===== src/rtl/rkb_pkg.sv =====
// Shared types, constants and saturating arithmetic helpers for the
// receptor RK4 binding step block. No dependencies.
package rkb_pkg;

  typedef logic signed [47:0] q_t;
  typedef q_t [4:0] vec5_t;

  localparam q_t VMAX = 48'sh7FFF_FFFF_FFFF;
  localparam q_t VMIN = 48'sh8000_0000_0000;

  typedef logic [1:0] reg_idx_t;
  localparam reg_idx_t REG_TIME_STEP        = 2'd0;
  localparam reg_idx_t REG_VOXEL_VOLUME     = 2'd1;
  localparam reg_idx_t REG_INV_VOXEL_VOLUME = 2'd2;

  localparam logic [46:0] RST_TIME_STEP        = 47'd167772;
  localparam logic [46:0] RST_VOXEL_VOLUME     = 47'd134217728000;
  localparam logic [46:0] RST_INV_VOXEL_VOLUME = 47'd2097;

  localparam int QDEPTH = 4;
  localparam int QAW    = 2;

  typedef struct packed {
    logic [46:0] dt;
    logic [46:0] vv;
    logic [46:0] ivv;
  } cfg_t;

  // word as it arrives on the input channel
  typedef struct packed {
    vec5_t       x;
    logic [46:0] kb;
    logic [46:0] ke;
    logic [46:0] kl;
    logic [46:0] kr;
    q_t          dens;
    logic [23:0] rfrac;
    logic        elig;
  } raw_t;

  // word after the front end: random value aligned to the fraction point
  typedef struct packed {
    vec5_t       x;
    logic [46:0] kb;
    logic [46:0] ke;
    logic [46:0] kl;
    logic [46:0] kr;
    q_t          dens;
    q_t          r;
    logic        elig;
  } item_t;

  typedef struct packed {
    vec5_t x;
    q_t    dens;
  } res_t;

  // per-stage record of the back-end pipeline
  typedef struct packed {
    vec5_t       ox;
    vec5_t       x;
    q_t          odens;
    q_t          dens;
    q_t          r;
    logic        elig;
    logic [46:0] kb;
    logic [46:0] ke;
    logic [46:0] kl;
    logic [46:0] kr;
    q_t          nvir;
    q_t          p;
    q_t          alpha;
    q_t          whole;
    q_t          frac;
    logic        bge;
    vec5_t [2:0] fk;
    vec5_t       acc;
    vec5_t       d3;
    vec5_t       d4;
  } rec_t;

  function automatic q_t sat_add(q_t a, q_t b);
    logic signed [48:0] s;
    s = 49'(a) + 49'(b);
    if (s[48] != s[47]) return s[48] ? VMIN : VMAX;
    return s[47:0];
  endfunction

  function automatic q_t sat_sub(q_t a, q_t b);
    logic signed [48:0] s;
    s = 49'(a) - 49'(b);
    if (s[48] != s[47]) return s[48] ? VMIN : VMAX;
    return s[47:0];
  endfunction

  function automatic q_t sat_neg(q_t a);
    if (a == VMIN) return VMAX;
    return -a;
  endfunction

  // right-hand side of the endocytosis / release / recycling system
  function automatic vec5_t deriv_f(q_t rec, q_t endo, q_t rel);
    vec5_t f;
    f[0] = rec;
    f[1] = sat_neg(endo);
    f[2] = sat_sub(endo, rel);
    f[3] = sat_sub(rel, rec);
    f[4] = rel;
    return f;
  endfunction

endpackage


===== src/rtl/rkb_queue.sv =====
// Four-word queue between front end and back end. Uses rkb_pkg.
module rkb_queue (
  input  logic           clk,
  input  logic           rst_n,
  input  logic           push_valid,
  output logic           push_ready,
  input  rkb_pkg::item_t push_word,
  output logic           pop_valid,
  input  logic           pop_ready,
  output rkb_pkg::item_t pop_word
);

  rkb_pkg::item_t                mem_r [rkb_pkg::QDEPTH];
  logic [rkb_pkg::QAW-1:0]       wr_ptr_r, rd_ptr_r;
  logic [rkb_pkg::QAW:0]         cnt_r;
  logic                          do_push, do_pop;

  assign push_ready = cnt_r != (rkb_pkg::QAW + 1)'(rkb_pkg::QDEPTH);
  assign pop_valid  = cnt_r != '0;
  assign pop_word   = mem_r[rd_ptr_r];
  assign do_push    = push_valid && push_ready;
  assign do_pop     = pop_valid && pop_ready;

  always_ff @(posedge clk) begin
    if (!rst_n) begin
      wr_ptr_r <= '0;
      rd_ptr_r <= '0;
      cnt_r    <= '0;
    end else begin
      if (do_push) wr_ptr_r <= wr_ptr_r + 1'b1;
      if (do_pop)  rd_ptr_r <= rd_ptr_r + 1'b1;
      unique case ({do_push, do_pop})
        2'b10:   cnt_r <= cnt_r + 1'b1;
        2'b01:   cnt_r <= cnt_r - 1'b1;
        default: cnt_r <= cnt_r;
      endcase
    end
  end

  always_ff @(posedge clk) begin
    if (do_push) begin
      mem_r[wr_ptr_r] <= push_word;
    end
  end

endmodule


===== config.mk =====
export PLATFORM = sky130hd
export DESIGN_NAME = rkb_queue
export DESIGN_NICKNAME = d
export VERILOG_FILES = /design/src/rtl/rkb_pkg.sv /design/src/rtl/rkb_queue.sv
export SDC_FILE = /design/constraint.sdc
export NUM_CORES = 1
export LEC_CHECK = 0
export ABC_AREA = 0
export CAP_MARGIN = 20
export CELL_PAD_IN_SITES_DETAIL_PLACEMENT = 0
export CELL_PAD_IN_SITES_GLOBAL_PLACEMENT = 1
export CORE_MARGIN = 10
export CORE_UTILIZATION = 45
export DETAILED_ROUTE_END_ITERATION = 16
export DONT_BUFFER_PORTS = 1
export PLACE_DENSITY = 0.78
export SETUP_SLACK_MARGIN = 0.05
export SYNTH_ARGS = -nofsm -noshare
export SYNTH_HDL_FRONTEND = slang
export SYNTH_SLANG_ARGS = --single-unit

===== constraint.sdc =====
create_clock -name clk -period 28.2 [get_ports clk]
set_clock_uncertainty 0.2 [all_clocks]
set_input_delay 4.23 -clock clk [delete_from_list [all_inputs] [get_ports clk]]
set_output_delay 4.23 -clock clk [all_outputs]
set_load 0.01 [all_outputs]

# Word-level counts from Yosys, hierarchy flattened
# Memories as Yosys holds them, arrays and structs flattened. A register that Yosys moved wholly into a read port is not among the register bits.
# Index checks and enable logic that the tools add are counted.
# word_totals
reg_bits,7
mem_bits_rw,2100
inputBits,529
out_inout_bits,527
word_cells,20
memories,1
# op_classes
addsub,4
eq_ne,3
mux,5
n_reduce_logical,4
# mem_list
memory,depth,word_bits,read_ports,rd_ports_with_merged_regs,write_ports,line,text
mem_r,4,525,1,1,1,rkb_queue.sv:13,rkb_pkg::item_t mem_r [rkb_pkg::QDEPTH];
# ops
cell,n
3-bit one-hot mux with 2 select lines,1
"2-bit by 1-bit adder with 2-bit output, second input constant",2
2-bit two-way mux,2
"3-bit by 1-bit adder with 3-bit output, second input constant",1
"3-bit inequality test, second input constant",1
3-bit nonzero test,1
"3-bit by 1-bit subtractor with 3-bit output, second input constant",1
"2-bit by 1-bit == test with 1-bit output, second input constant",1
"2-bit == test, second input constant",1
1-bit logical AND,2
1-bit two-way mux,2
2-bit nonzero test,1

# Longest topological paths before layout
# depth
ltp_word,4
depth_mapped,9
ltp_nobuf,9

# Least setup slack after synthesis
# Ideal clock, no wire load.
# synth_path
path_kind,input -> register
startpoint,in push_valid
endpoint,mem mem_r[0][0] in the netlist's numbering (enable)
setup_ns,0.958
t_arrival_ns,16.483
required_time_ns,27.042
setup_slack_ns,10.559
cell_stages,2
path_buffers,0
cell_sequence,a21boi_1 > and2_1
# synth_between
elab_chain_len,3
# synth_lines
item,line,text
start: declaration,rkb_queue.sv:5,"input logic push_valid,"
1-bit logical AND,rkb_queue.sv:21,assign do_push = push_valid && push_ready;
1-bit two-way mux,rkb_queue.sv:41,if (do_push) begin
1-bit two-way mux (implied by the code),rkb_queue.sv:42,mem_r[wr_ptr_r] <= push_word;
end: declaration,rkb_queue.sv:13,
# Every way passes these cells.

==> qor.yml <==
status: "complete, no violations"
final_cell_mix: "2,100 x edfxtp_1, 525 x mux4_2, 201 x clkbuf_16"
cts_buffer_depth: 3
gr-usage-all-layers_pct: 18.3
worstSetupPathType: "flip-flop to output port"
yosysTopAreaCellShare_pct: 82.8
detail_route.wl_per_cell_um: 33.0
postCtsHoldBufs: 0
root_buffer: "clkbuf_16"
synth.distinct_cells: 24
maxSlewViolCount: 0
fin_total_pwr_mw: 7.98
cts.sinks: 2109
final_layout_size_suffix_gt1_share_pct: 27.4
fmax_mhz: 96.7
p_per_area_mw_per_mm2: 94.0
critPathCapture: "pop_word[359]"
netlist_instances: 2794
crit_arrival_ns: 5.92
syn_area_per_cell_sq_um: 27.3
htree_levels: 4
worst_skew_pair.late_latency_ns: 0.83
r2r_slack_ns: 21.68
first_pass_iters: 5
cp-start-kind: "flip-flop"
io_pins: 1056
die_y_um: 431
grt_max_degree: 140
fp-row-count: 150
cts.repair.resized: 0
hold_viol: 0
post-cts-setup-buffers: 0
drt_iter0_drc: 2806
r2r-end: "mem_r[0][5]"
first_global_vias: 32000
fin_hold_ws_ns: 0.318
critPathRequiredTime_ns: 23.77
nets: 3464
min_path_type: "flip-flop to flip-flop"
rsz0062_at_grt: "no"
die_w_um: 431
dp_hpwl_um: 114000
cts_made_buffers: 201
ir_drop_v: 0.0000878
fin_tns_setup_ns: 0
ys_ff_latch: 2109
initial_core_util_pct: 45.4
syn_area_sq_mm: 0.0761
antenna_found_initial: 5
io_buffers: 0
crit_fanout: 114
drc_errors: 0
synthTopCellsByArea: "edfxtp_1 83%, mux4_2 16%, buf_6 0.41%, buf_2 0.27%, dfxtp_1 0.24%"
antenna_left: 0
cts_tree: "built"
grt_pass1_wl_um: 245000
core_sq_mm: 0.168
yosys_warnings: 0
power_leakage_nw: 25.5
fin_crit_sh_pct: 36.7
globalplace.congestion: 0.859
maxSlewHeadroom_pct: 24.4
r2r-start: "cnt_r[0]"
post-route-util_pct: 50.6
final_common_cell: "edfxtp_1"
vias_per_cell: 5.81
placed_area_sq_mm: 0.0786
detail_route.wirelength_um: 175000
fin_area_sq_mm: 0.0848
dieArea_sq_mm: 0.186
vias: 30800
grt_overflow: 0
fin_crit_ns: 10.35
crit_path_end_kind: "output port"
max_cap_viol_count: 0
synth_top_area_cell: "edfxtp_1"
synth_seq_area_share_pct: 83.1
synth_nets: 3329
area_delta_synth_final_pct: 11.4
tightest_slew_ns: 1.13
r2r_cells: 8
clk_pin_slew_ns: 0.06
setup_violations: 0
-- synthesized netlist by cell type (all sizes together) --
cell type	n
xnor2	3
xor2	1
edfxtp	2100
nand2	6
dfxtp	9
nor2	1
clkbuf	23
o311ai	1
buf	95
nor2b	2
a21boi	2
mux4	525
o21ai	2
mux2i	2
and2	7
or3	2
fa	1
o31a	1
ha	5
inv	6
-- through the flow --
stage                     worst slack [ns]  instances
final                                17.85       5297
after global routing                 17.07       5295
after CTS                            17.46       5294
after detailed placement             17.94       4929
after global placement               17.99       4928
after floorplan                      10.56       2794
-- critical path, cell delays in order, from the launching register on --
cell and delay (ns):
dfxtp_4 0.95, buf_12 0.75, buf_12 0.56, buf_4 0.86, buf_4 0.76, mux4_2 0.71
-- power by group --
group / internal (mW) / switching [mW]
registers: 3.78 / 0.0834
clock network: 1.38 / 1.14
logic: 0.611 / 0.984
-- logic make-up (layout without fill, tap and decap cells) --
family	after synthesis	in the layout	synth area share (%)
AOI/OAI and AO/OA	6	6	0.0559
xor gates and xnor gates	4	4	0.0460
adders and majority gates	6	6	0.108
buffers and inverters	124	421	1.06
DFF	2109	2109	83.1
muxes	527	527	15.6
other	0	2	0
and+or+nand+nor	18	18	0.125
-- flip-flops by register name, summed over array words and instances (netlist names), named ones only --
name and flops:
wr_ptr_r 2, cnt_r 3, rd_ptr_r 2, mem_r 2100
-- layout make-up --
class	instances	area, sq um
inverter	6	22.5
tap	2204	2760
clock inverter	114	1010
multi-input combinational	561	12100
clock buffer	251	5220
sequential	2109	63200
antenna	2	5.00
fill	12400	82700
timing repair buffer	50	478
-- worst min path at each step --
stage                     cells past startpoint  slack, ns        start     endpoint
final                                         2       0.32  wr_ptr_r[0]  wr_ptr_r[0]
after floorplan                               2       0.27  wr_ptr_r[1]  wr_ptr_r[1]
after detailed placement                      2       0.31  wr_ptr_r[0]  wr_ptr_r[0]
after CTS                                     2       0.31  wr_ptr_r[0]  wr_ptr_r[0]
after global routing                          2       0.34  wr_ptr_r[1]  wr_ptr_r[1]
after global placement                        2       0.29  wr_ptr_r[0]  wr_ptr_r[0]
-- routing by layer --
metal / share of wire [%] / GRT usage (%) / wire, um
met1: 33 / 19.8 / 57400
met2: 52 / 31.5 / 91600
met3: 11 / 8.15 / 18900
met4: 4.1 / 7.20 / 7120
met5: 0 / 0 / 0
(Power assumes the default switching activity.)
