`config.mk`:
```
export PLATFORM = sky130hd
export DESIGN_NAME = rkb_front
export DESIGN_NICKNAME = d
export VERILOG_FILES = /design/src/rtl/rkb_pkg.sv /design/src/rtl/rkb_front.sv
export SDC_FILE = /design/constraint.sdc
export NUM_CORES = 1
export LEC_CHECK = 0
export BUFFER_PORTS_ARGS = -buffer_cell sky130_fd_sc_hd__buf_4
export CORE_AREA = 4 4 403 405
export DETAILED_ROUTE_END_ITERATION = 10
export DIE_AREA = 0 0 407 409
export HOLD_SLACK_MARGIN = 0.05
export PLACE_DENSITY = 0.32
export SYNTH_ARGS = -nofsm -noshare
export SYNTH_HDL_FRONTEND = slang
export SYNTH_SLANG_ARGS = --single-unit
```
`constraint.sdc`:
```
create_clock -name clk -period 9.98 [get_ports clk]
set_clock_uncertainty 0.1 [all_clocks]
set_input_delay 0.998 -clock clk [delete_from_list [all_inputs] [get_ports clk]]
set_output_delay 0.998 -clock clk [all_outputs]
set_load 0.02 [all_outputs]
```
`src/rtl/rkb_pkg.sv`:
```
// Shared types, constants and saturating arithmetic helpers for the
// receptor RK4 binding step block. No dependencies.
package rkb_pkg;

  typedef logic signed [47:0] q_t;
  typedef q_t [4:0] vec5_t;

  localparam q_t VMAX = 48'sh7FFF_FFFF_FFFF;
  localparam q_t VMIN = 48'sh8000_0000_0000;

  typedef logic [1:0] reg_idx_t;
  localparam reg_idx_t REG_TIME_STEP        = 2'd0;
  localparam reg_idx_t REG_VOXEL_VOLUME     = 2'd1;
  localparam reg_idx_t REG_INV_VOXEL_VOLUME = 2'd2;

  localparam logic [46:0] RST_TIME_STEP        = 47'd167772;
  localparam logic [46:0] RST_VOXEL_VOLUME     = 47'd134217728000;
  localparam logic [46:0] RST_INV_VOXEL_VOLUME = 47'd2097;

  localparam int QDEPTH = 4;
  localparam int QAW    = 2;

  typedef struct packed {
    logic [46:0] dt;
    logic [46:0] vv;
    logic [46:0] ivv;
  } cfg_t;

  // word as it arrives on the input channel
  typedef struct packed {
    vec5_t       x;
    logic [46:0] kb;
    logic [46:0] ke;
    logic [46:0] kl;
    logic [46:0] kr;
    q_t          dens;
    logic [23:0] rfrac;
    logic        elig;
  } raw_t;

  // word after the front end: random value aligned to the fraction point
  typedef struct packed {
    vec5_t       x;
    logic [46:0] kb;
    logic [46:0] ke;
    logic [46:0] kl;
    logic [46:0] kr;
    q_t          dens;
    q_t          r;
    logic        elig;
  } item_t;

  typedef struct packed {
    vec5_t x;
    q_t    dens;
  } res_t;

  // per-stage record of the back-end pipeline
  typedef struct packed {
    vec5_t       ox;
    vec5_t       x;
    q_t          odens;
    q_t          dens;
    q_t          r;
    logic        elig;
    logic [46:0] kb;
    logic [46:0] ke;
    logic [46:0] kl;
    logic [46:0] kr;
    q_t          nvir;
    q_t          p;
    q_t          alpha;
    q_t          whole;
    q_t          frac;
    logic        bge;
    vec5_t [2:0] fk;
    vec5_t       acc;
    vec5_t       d3;
    vec5_t       d4;
  } rec_t;

  function automatic q_t sat_add(q_t a, q_t b);
    logic signed [48:0] s;
    s = 49'(a) + 49'(b);
    if (s[48] != s[47]) return s[48] ? VMIN : VMAX;
    return s[47:0];
  endfunction

  function automatic q_t sat_sub(q_t a, q_t b);
    logic signed [48:0] s;
    s = 49'(a) - 49'(b);
    if (s[48] != s[47]) return s[48] ? VMIN : VMAX;
    return s[47:0];
  endfunction

  function automatic q_t sat_neg(q_t a);
    if (a == VMIN) return VMAX;
    return -a;
  endfunction

  // right-hand side of the endocytosis / release / recycling system
  function automatic vec5_t deriv_f(q_t rec, q_t endo, q_t rel);
    vec5_t f;
    f[0] = rec;
    f[1] = sat_neg(endo);
    f[2] = sat_sub(endo, rel);
    f[3] = sat_sub(rel, rec);
    f[4] = rel;
    return f;
  endfunction

endpackage

```
`src/rtl/rkb_front.sv`:
```
// Front end: input register, random fraction alignment, push into the queue.
// Uses rkb_pkg.
module rkb_front #(
  parameter int FRAC_BITS = 24
) (
  input  logic           clk,
  input  logic           rst_n,
  input  logic           in_valid,
  output logic           in_ready,
  input  rkb_pkg::raw_t  in_word,
  output logic           push_valid,
  input  logic           push_ready,
  output rkb_pkg::item_t push_word
);

  localparam int LSH = (FRAC_BITS >= 24) ? FRAC_BITS - 24 : 0;
  localparam int RSH = (FRAC_BITS < 24) ? 24 - FRAC_BITS : 0;

  rkb_pkg::item_t hold_r, item_nxt;
  logic           hold_v_r;

  always_comb begin
    item_nxt.x    = in_word.x;
    item_nxt.kb   = in_word.kb;
    item_nxt.ke   = in_word.ke;
    item_nxt.kl   = in_word.kl;
    item_nxt.kr   = in_word.kr;
    item_nxt.dens = in_word.dens;
    item_nxt.r    = (rkb_pkg::q_t'(in_word.rfrac) << LSH) >> RSH;
    item_nxt.elig = in_word.elig;
  end

  assign in_ready = !hold_v_r || push_ready;

  always_ff @(posedge clk) begin
    if (!rst_n) begin
      hold_v_r <= 1'b0;
    end else if (in_ready) begin
      hold_v_r <= in_valid;
    end
  end

  always_ff @(posedge clk) begin
    if (in_valid && in_ready) begin
      hold_r <= item_nxt;
    end
  end

  assign push_valid = hold_v_r;
  assign push_word  = hold_r;

endmodule

```
; ---- After elaboration in Yosys (flattened, before gate mapping)
; Index checks and enable logic that the tools add are counted.
[op_classes]
n_reduce_logical = 3
[op_table]
columns = cell, count
row1 = 1-bit logical AND, 1
row2 = 1-bit logical NOT, 1
row3 = 1-bit logical OR, 1
[totals]
word_cells = 16
ff_bits = 502
in_bits = 505
output_inout_bits = 527

; ---- Depth between registers and ports, before layout
; Gate-level depths: netlist (run 1).
[depth]
word_depth = 3
mapped_depth = 2
ltp_nobuf = 2

; ---- Worst setup path after synthesis (run 1)
; OpenSTA, ideal clock, no wires.
[synth_path]
path_kind = input port to flip-flop
start = input port push_ready
end = register hold_r (netlist bit push_word[0]), enable pin
setup_ps = 524
t_required_ps = 9356
stages = 2
n_path_buf = 0
setup_slack_ps = 4768
arrival_time_ps = 4588
cell_sequence = nand2b_4 and2_4
[synth_via]
elab_chain_cells = 2
[synth_lines]
columns = element, line
row1 = "start, declared", rkb_front.sv:12  ; input logic push_ready,
row2 = 1-bit logical OR, rkb_front.sv:33  ; assign in_ready = !hold_v_r || push_ready;
row3 = 1-bit logical AND, rkb_front.sv:44  ; if (in_valid && in_ready) begin
row4 = "end signal, assigned", rkb_front.sv:45  ; hold_r <= item_nxt;
row5 = "end, declared", rkb_front.sv:19  ; rkb_pkg::item_t hold_r, item_nxt;
; No other way between the ends.
; A chain may end at the register's enable or synchronous reset.

; ---- Final worst setup path (run 1)
[layout_path]
start = input port push_ready
end = register hold_r (netlist bit push_word[472]), enable pin
; The elaborated chain is that of the path after synthesis.

==> out/metrics.yaml, run 1 <==
route:
  wl_met1_um: 27000
  vias: 9877
  ant_nets: 0
  met3_length_um: 9400
  avgRoutedWirePerCell_um: 21.2
  wl_met2_um: 41100
  drc: 0
  via_per_inst: 2.64
  top_layer: "met5"
  drt_iter0_drc: 550
  firstDrtPassIters: 4
  routed_wl_um: 79400
final_layout:
  final_util_pct: 17.4
  multiInputGateArea_um2: 124
  area_growth_pct: 80.0
  layout.cells.non_filler: 3740
  final_area_um2: 27500
  ff_latch_area_um2: 15100
  drive_gt1_share_pct: 66.9
  n_fill_cell: 17200
  fin_nets: 2109
placement:
  io_buffers: 1007
  place_ws_ns: 6.19
  dpl.cell_count: 3613
  dp_hpwl_um: 65700
  place.gp.congestion: 0.827
  place_area_um2: 25400
die:
  die_area_um2: 166000
  dieWidth_um: 407
  core_um2: 158000
  start_util_pct: 9.65
  num_rows: 146
  io_pins: 1032
  die_height_um: 409
cts:
  cts_made_buffers: 61
  htree_levels: 2
  postCtsSetupBuffers: 0
  clockBufferDepth: 3
  cts_resized: 0
  hold_buffers: 0
  path_clk_slew_ns: 0.06
  root_buffer: "clkbuf_16"
  cts_tree: "done"
  clock-sinks: 502
  insertion_delay_ns: 0.63
critical_path:
  cp.arrival_ns: 3.41
  path_class: "primary input to flip-flop"
  crit_required_ns: 10.14
  end_kind: "flip-flop"
  cp-startpoint: "push_ready"
  reg2reg_depth: 4
  crit_end: "push_word[472]$_DFFE_PP_"
  r2r-start: "push_valid$_SDFFE_PN0P_"
  setup.worst_path.start_class: "primary input"
  reg2reg_slack_ns: 6.88
  rr_endpoint: "push_word[472]$_DFFE_PP_"
  critPathMaxFanout: 168
global_route:
  grt_pass1_vias: 10800
  overflow: 0
  grt_use_total_pct: 8.89
  grt_max_degree: 169
  grt_pass1_wl_um: 99700
  antenna_found_initial: 43
sta:
  max_freq_mhz: 308
  finalHoldViolCount: 0
  post-route-period-util_pct: 32.5
  slew_violations: 0
  maxSlewHeadroom_pct: 36.1
  tns_ns: 0
  finalCriticalPeriod_ns: 3.25
  holdWs_ns: 0.411
  timing.final.ws_setup_ns: 6.73
  rsz0062_at_grt: "no"
  setup_violations: 0
  worstMarginPinSlew_ns: 0.959
synthesis:
  syn_area_um2: 15300
  synth_cells: 531
  syn_avg_cell_area_um2: 28.8
  yosysWarnings: 0
  yosysSeqAreaShare_pct: 98.6
  post_synth_num_cell_types: 8
  synth_seq_cells: 502
pwr:
  seqPwrFrac_pct: 46.4
  leakage_nw: 10.8
  power_switching_mw: 1.31
  cellPowerDensity_nw_per_um2: 197
  p_int_mw: 4.12
  pwr-share-clk_pct: 42.6
  combPwrFrac_pct: 11.1
  power_mw: 5.43
  swShare_pct: 24.1
  ir_drop_mv: 0.132
status:
  status: "complete, no violations"
min_path:
  hp-class: "primary input to flip-flop"
run:
  drv_cap: 0
worst max-delay path, cell delays in order:
cell and delay (ns):
buf_4 0.08, nand2b_4 0.13, and2_4 0.57, buf_12 0.44, buf_12 0.74
sequential cells by signal (all words and copies together) (netlist names):
name,flops
push_valid,1
push_word,501
cell usage in the layout (no fill, tap or decap):
| master | count |
|---|---|
| buf_4 | 1008 |
| nand2b_4 | 1 |
| clkinv_2 | 15 |
| dfxtp_1 | 1 |
| clkinvlp_4 | 2 |
| and2_4 | 1 |
| conb_1 | 24 |
| clkbuf_16 | 61 |
| bufinv_16 | 10 |
| inv_1 | 1 |
| diode_2 | 11 |
| buf_12 | 3 |
| clkinv_8 | 2 |
| inv_6 | 2 |
| clkbuf_1 | 9 |
| edfxtp_1 | 501 |
| clkinv_4 | 2 |
| a21boi_2 | 1 |
| inv_8 | 1 |
| clkinv_1 | 12 |
synthesized netlist by cell type:
| cell type | n | area [µm²] |
|---|---|---|
| inv_1 | 1 | 3.75 |
| dfxtp_1 | 1 | 20.0 |
| nand2b_4 | 1 | 13.8 |
| buf_4 | 24 | 180 |
| edfxtp_1 | 501 | 15000 |
| conb_1 | 1 | 3.75 |
| a21boi_2 | 1 | 11.3 |
| and2_4 | 1 | 8.76 |
logic make-up (layout without fill, tap and decap cells):
family / count (synthesis) / after routing / synth area share (%)
flops: 502 / 502 / 98.6
buf+inv: 25 / 1128 / 1.20
simple gates: 2 / 2 / 0.147
other cells: 1 / 35 / 0.0245
compound gates: 1 / 1 / 0.0737
how the worst min path moves through the flow:
stage	from	end	slack (ns)	cells after the start
final	in_word[303]	push_word[327]$_DFFE_PP_	0.41	1
after global routing	in_word[273]	push_word[297]$_DFFE_PP_	0.34	1
after CTS	in_word[303]	push_word[327]$_DFFE_PP_	0.33	1
after detailed placement	push_valid$_SDFFE_PN0P_	push_valid$_SDFFE_PN0P_	0.41	2
after global placement	push_valid$_SDFFE_PN0P_	push_valid$_SDFFE_PN0P_	0.42	2
after floorplan	push_valid$_SDFFE_PN0P_	push_valid$_SDFFE_PN0P_	0.53	2
power groups by stage:
stage	registers, mW	clock network (mW)	logic [mW]
final	2.52	2.31	0.600
after global placement	2.56	0	0.616
after detailed placement	2.56	0	0.619
after floorplan	2.72	0	0.0525
after global routing	2.53	2.51	0.632
after CTS	2.52	2.42	0.619
per-layer routing:
layer	vias to the layer above	track usage (%)
li1	4288	-
met1	4882	8.78
met2	551	16.1
met3	120	4.79
met4	36	2.37
met5	-	0
area by class of cell:
| cell class | count | share of cell area [%] |
|---|---|---|
| multi-input combinational | 27 | 0.450 |
| antenna | 11 | 0.100 |
| clock inverter | 46 | 1.87 |
| inverter | 1 | 0.0136 |
| sequential | 502 | 54.8 |
| clock buffer | 70 | 5.67 |
| timing repair buffer | 1011 | 27.7 |
| tap | 2072 | 9.42 |
(Power assumes the default switching activity.)
==> run 2: changes to the inputs <==
- ABC_AREA: unset -> 1
- CORE_AREA: 4 4 403 405 -> 4 4 398 400
- DIE_AREA: 0 0 407 409 -> 0 0 402 404
- PLACE_DENSITY: 0.32 -> 0.33
- clock period: 9.98 -> 3.1 ns (I/O delays scaled with it)
==> out/metrics.yaml, run 2 <==
cts:
  cts_made_buffers: 66  # was 61
  root_buffer: "clkbuf_16"  # unchanged
  clockBufferDepth: 3  # unchanged
  clock-sinks: 502  # unchanged
  htree_levels: 3  # was 2
  cts_tree: "done"  # unchanged
  cts_resized: 0  # unchanged
  hold_buffers: 503  # was 0
  insertion_delay_ns: 0.63  # about the same
  path_clk_slew_ns: 0.07  # was 0.06 ns
  postCtsSetupBuffers: 0  # unchanged
critical_path:
  end_kind: "flip-flop"  # unchanged
  setup.worst_path.start_class: "primary input"  # unchanged
  critPathMaxFanout: 67  # was 168
  cp.arrival_ns: 2.06  # was 3.41 ns
  reg2reg_slack_ns: 1.25  # was 6.88 ns
  path_class: "primary input to flip-flop"  # unchanged
  r2r-start: "push_valid$_SDFFE_PN0P_"  # unchanged
  crit_required_ns: 3.30  # was 10.14 ns
  cp-startpoint: "push_ready"  # unchanged
min_path:
  hp-class: "primary input to flip-flop"  # unchanged
  hold_start: "in_word[14]"  # was in_word[303]
route:
  avgRoutedWirePerCell_um: 18.7  # was 21.2 µm
  drt_iter0_drc: 676  # was 550
  via_per_inst: 2.81  # was 2.64
  vias: 12000  # was 9,877
  routed_wl_um: 79500  # was 79,400 µm
  firstDrtPassIters: 4  # unchanged
  ant_nets: 0  # unchanged
  drc: 0  # unchanged
final_layout:
  largest_reg_flops: 501  # unchanged
  final_area_um2: 32900  # was 27,500 µm²
  area_growth_pct: 115  # was 80.0%
  final_cell_mix: "buf_4, dlygate4sd3_1, edfxtp_1"  # was buf_4, edfxtp_1, clkbuf_16
  layout.cells.non_filler: 4246  # was 3,740
  n_fill_cell: 16600  # was 17,200
  drive_gt1_share_pct: 51.7  # was 66.9%
  final_util_pct: 21.2  # was 17.4%
  layout_commonest_cell: "buf_4"  # unchanged
  fin_nets: 2628  # was 2,109
sta:
  worstMarginPinSlew_ns: 0.698  # was 0.959 ns
  post-route-period-util_pct: 60.1
  tns_ns: 0  # unchanged
  finalCriticalPeriod_ns: 1.86
  rsz0062_at_grt: "no"  # unchanged
  maxSlewHeadroom_pct: 53.5  # was 36.1%
  finalHoldViolCount: 0  # unchanged
  slew_violations: 0  # unchanged
  setup_violations: 0  # unchanged
  max_freq_mhz: 536
  timing.final.ws_setup_ns: 1.24  # was 6.73 ns
pwr:
  pwr-share-clk_pct: 42.9  # was 42.6%
  p_int_mw: 14.0  # was 4.12 mW
  swShare_pct: 24.9  # was 24.1%
  combPwrFrac_pct: 13.6  # was 11.1%
  leakage_nw: 13.1  # was 10.8 nW
  seqPwrFrac_pct: 43.5  # was 46.4%
  ir_drop_mv: 0.482  # was 0.132 mV
  cellPowerDensity_nw_per_um2: 567  # was 197 nW/µm²
  power_switching_mw: 4.64  # was 1.31 mW
die:
  die_height_um: 404  # was 409 µm
  core_um2: 155000  # was 158,000 µm²
  die_area_um2: 162000  # was 166,000 µm²
  io_pins: 1032  # unchanged
  start_util_pct: 9.84  # was 9.65%
  dieWidth_um: 402  # was 407 µm
  num_rows: 145  # was 146
placement:
  place_ws_ns: 1.11  # was 6.19 ns
  dp_hpwl_um: 63200  # was 65,700 µm
  io_buffers: 1007  # unchanged
  place.gp.congestion: 0.856  # was 0.827
  dpl.cell_count: 3610  # was 3,613
  place_area_um2: 25500  # was 25,400 µm²
status:
  status: "complete, no violations"  # unchanged
synthesis:
  synthTopCellsByCount: "edfxtp_1, buf_4, inv_1"  # was edfxtp_1, buf_4
  yosysSeqAreaShare_pct: 98.6  # about the same
  syn_area_um2: 15300  # about the same
  synthTopCellsByArea: "edfxtp_1, buf_4, dfxtp_1, a21oi_2, inv_1"  # was edfxtp_1, buf_4, dfxtp_1, nand2b_4, a21boi_2
  post_synth_num_cell_types: 9  # was 8
  synthArstFlopShare_pct: 0  # unchanged
  synth_edf_count: 501  # unchanged
  synth_flop_cell: "edfxtp_1"  # unchanged
  syn_avg_cell_area_um2: 28.7  # was 28.8 µm²
  synth_cells: 533  # was 531
  synth_top_cell_by_area: "edfxtp_1"  # unchanged
  synth_top_area_share_pct: 98.5  # was 98.4%
  synth_seq_cells: 502  # unchanged
  yosysWarnings: 0  # unchanged
  synth.most_common_cell: "edfxtp_1"  # unchanged
global_route:
  grt_pass1_wl_um: 106000  # was 99,700 µm
  grt_busiest_layer: "met2"  # unchanged
  globalRouteMet2Util_pct: 15.9  # was 16.1%
  grt_use_total_pct: 9.30  # was 8.89%
  grt_max_degree: 79  # was 169
  met3_usage_pct: 3.45  # was 4.79%
  gr-usage-met1_pct: 10.4  # was 8.78%
  antenna_found_initial: 32  # was 43
  overflow: 0  # unchanged
  grt_pass1_vias: 13400  # was 10,800
run:
  drv_cap: 0  # unchanged
run 2: cells by family (layout without fill, tap and decap cells):
family	after synthesis	after routing	synth area share (%)
and+or+nand+nor	1	1	0.0410
DFF	502	502	98.6
buffers and inverters	27	1647	1.25
other	1	36	0.0245
AOI/OAI and AO/OA	2	2	0.0901
run 2: layer usage:
layer	vias up	share of wire, %
met5	-	0.11
li1	5323	-
met4	12	3.3
met2	619	50
met3	113	9.3
met1	5885	37
run 2: final timing paths:
| kind | end | depth (start not counted) |
|---|---|---|
| min reg2reg | push_word[333]$_DFFE_PP_ | 2 |
| max | push_word[407]$_DFFE_PP_ | 6 |
| min | push_word[14]$_DFFE_PP_ | 2 |
| max reg2reg | push_word[407]$_DFFE_PP_ | 3 |
run 2: area by class of cell:
cell class,count,area (µm²),share of cell area [%]
flip-flops and latches,502,15100,45.8
repair buffers,1523,12800,38.9
well taps,2058,2570,7.83
clock buffers,76,1730,5.27
clock inverters,45,537,1.63
multi-input cells,27,121,0.369
diodes,12,30.0,0.0914
inverters,3,11.3,0.0343
run 2: per-stage QoR:
stage	power, mW	hold WS, ns
3_3_place_gp	10.3	0.388
5_1_grt	19.5	0.216
3_5_place_dp	10.3	0.389
6_report	18.6	0.275
4_1_cts	19.1	0.174
2_1_floorplan	8.98	0.309
run 2: critical path: stages:
cell and delay, ns:
dlygate4sd3_1 0.52, buf_4 0.10, inv_2 0.05, a21oi_4 0.27, buf_12 0.29, buf_12 0.35
run 2: power groups by stage:
| stage | combinational [mW] | sequential [mW] | clock, mW |
|---|---|---|---|
| global placement | 2.02 | 8.25 | 0 |
| finish | 2.54 | 8.11 | 8.00 |
| CTS | 2.60 | 8.11 | 8.37 |
| detailed placement | 2.02 | 8.24 | 0 |
| global route | 2.67 | 8.14 | 8.66 |
| floorplan | 0.169 | 8.82 | 0 |
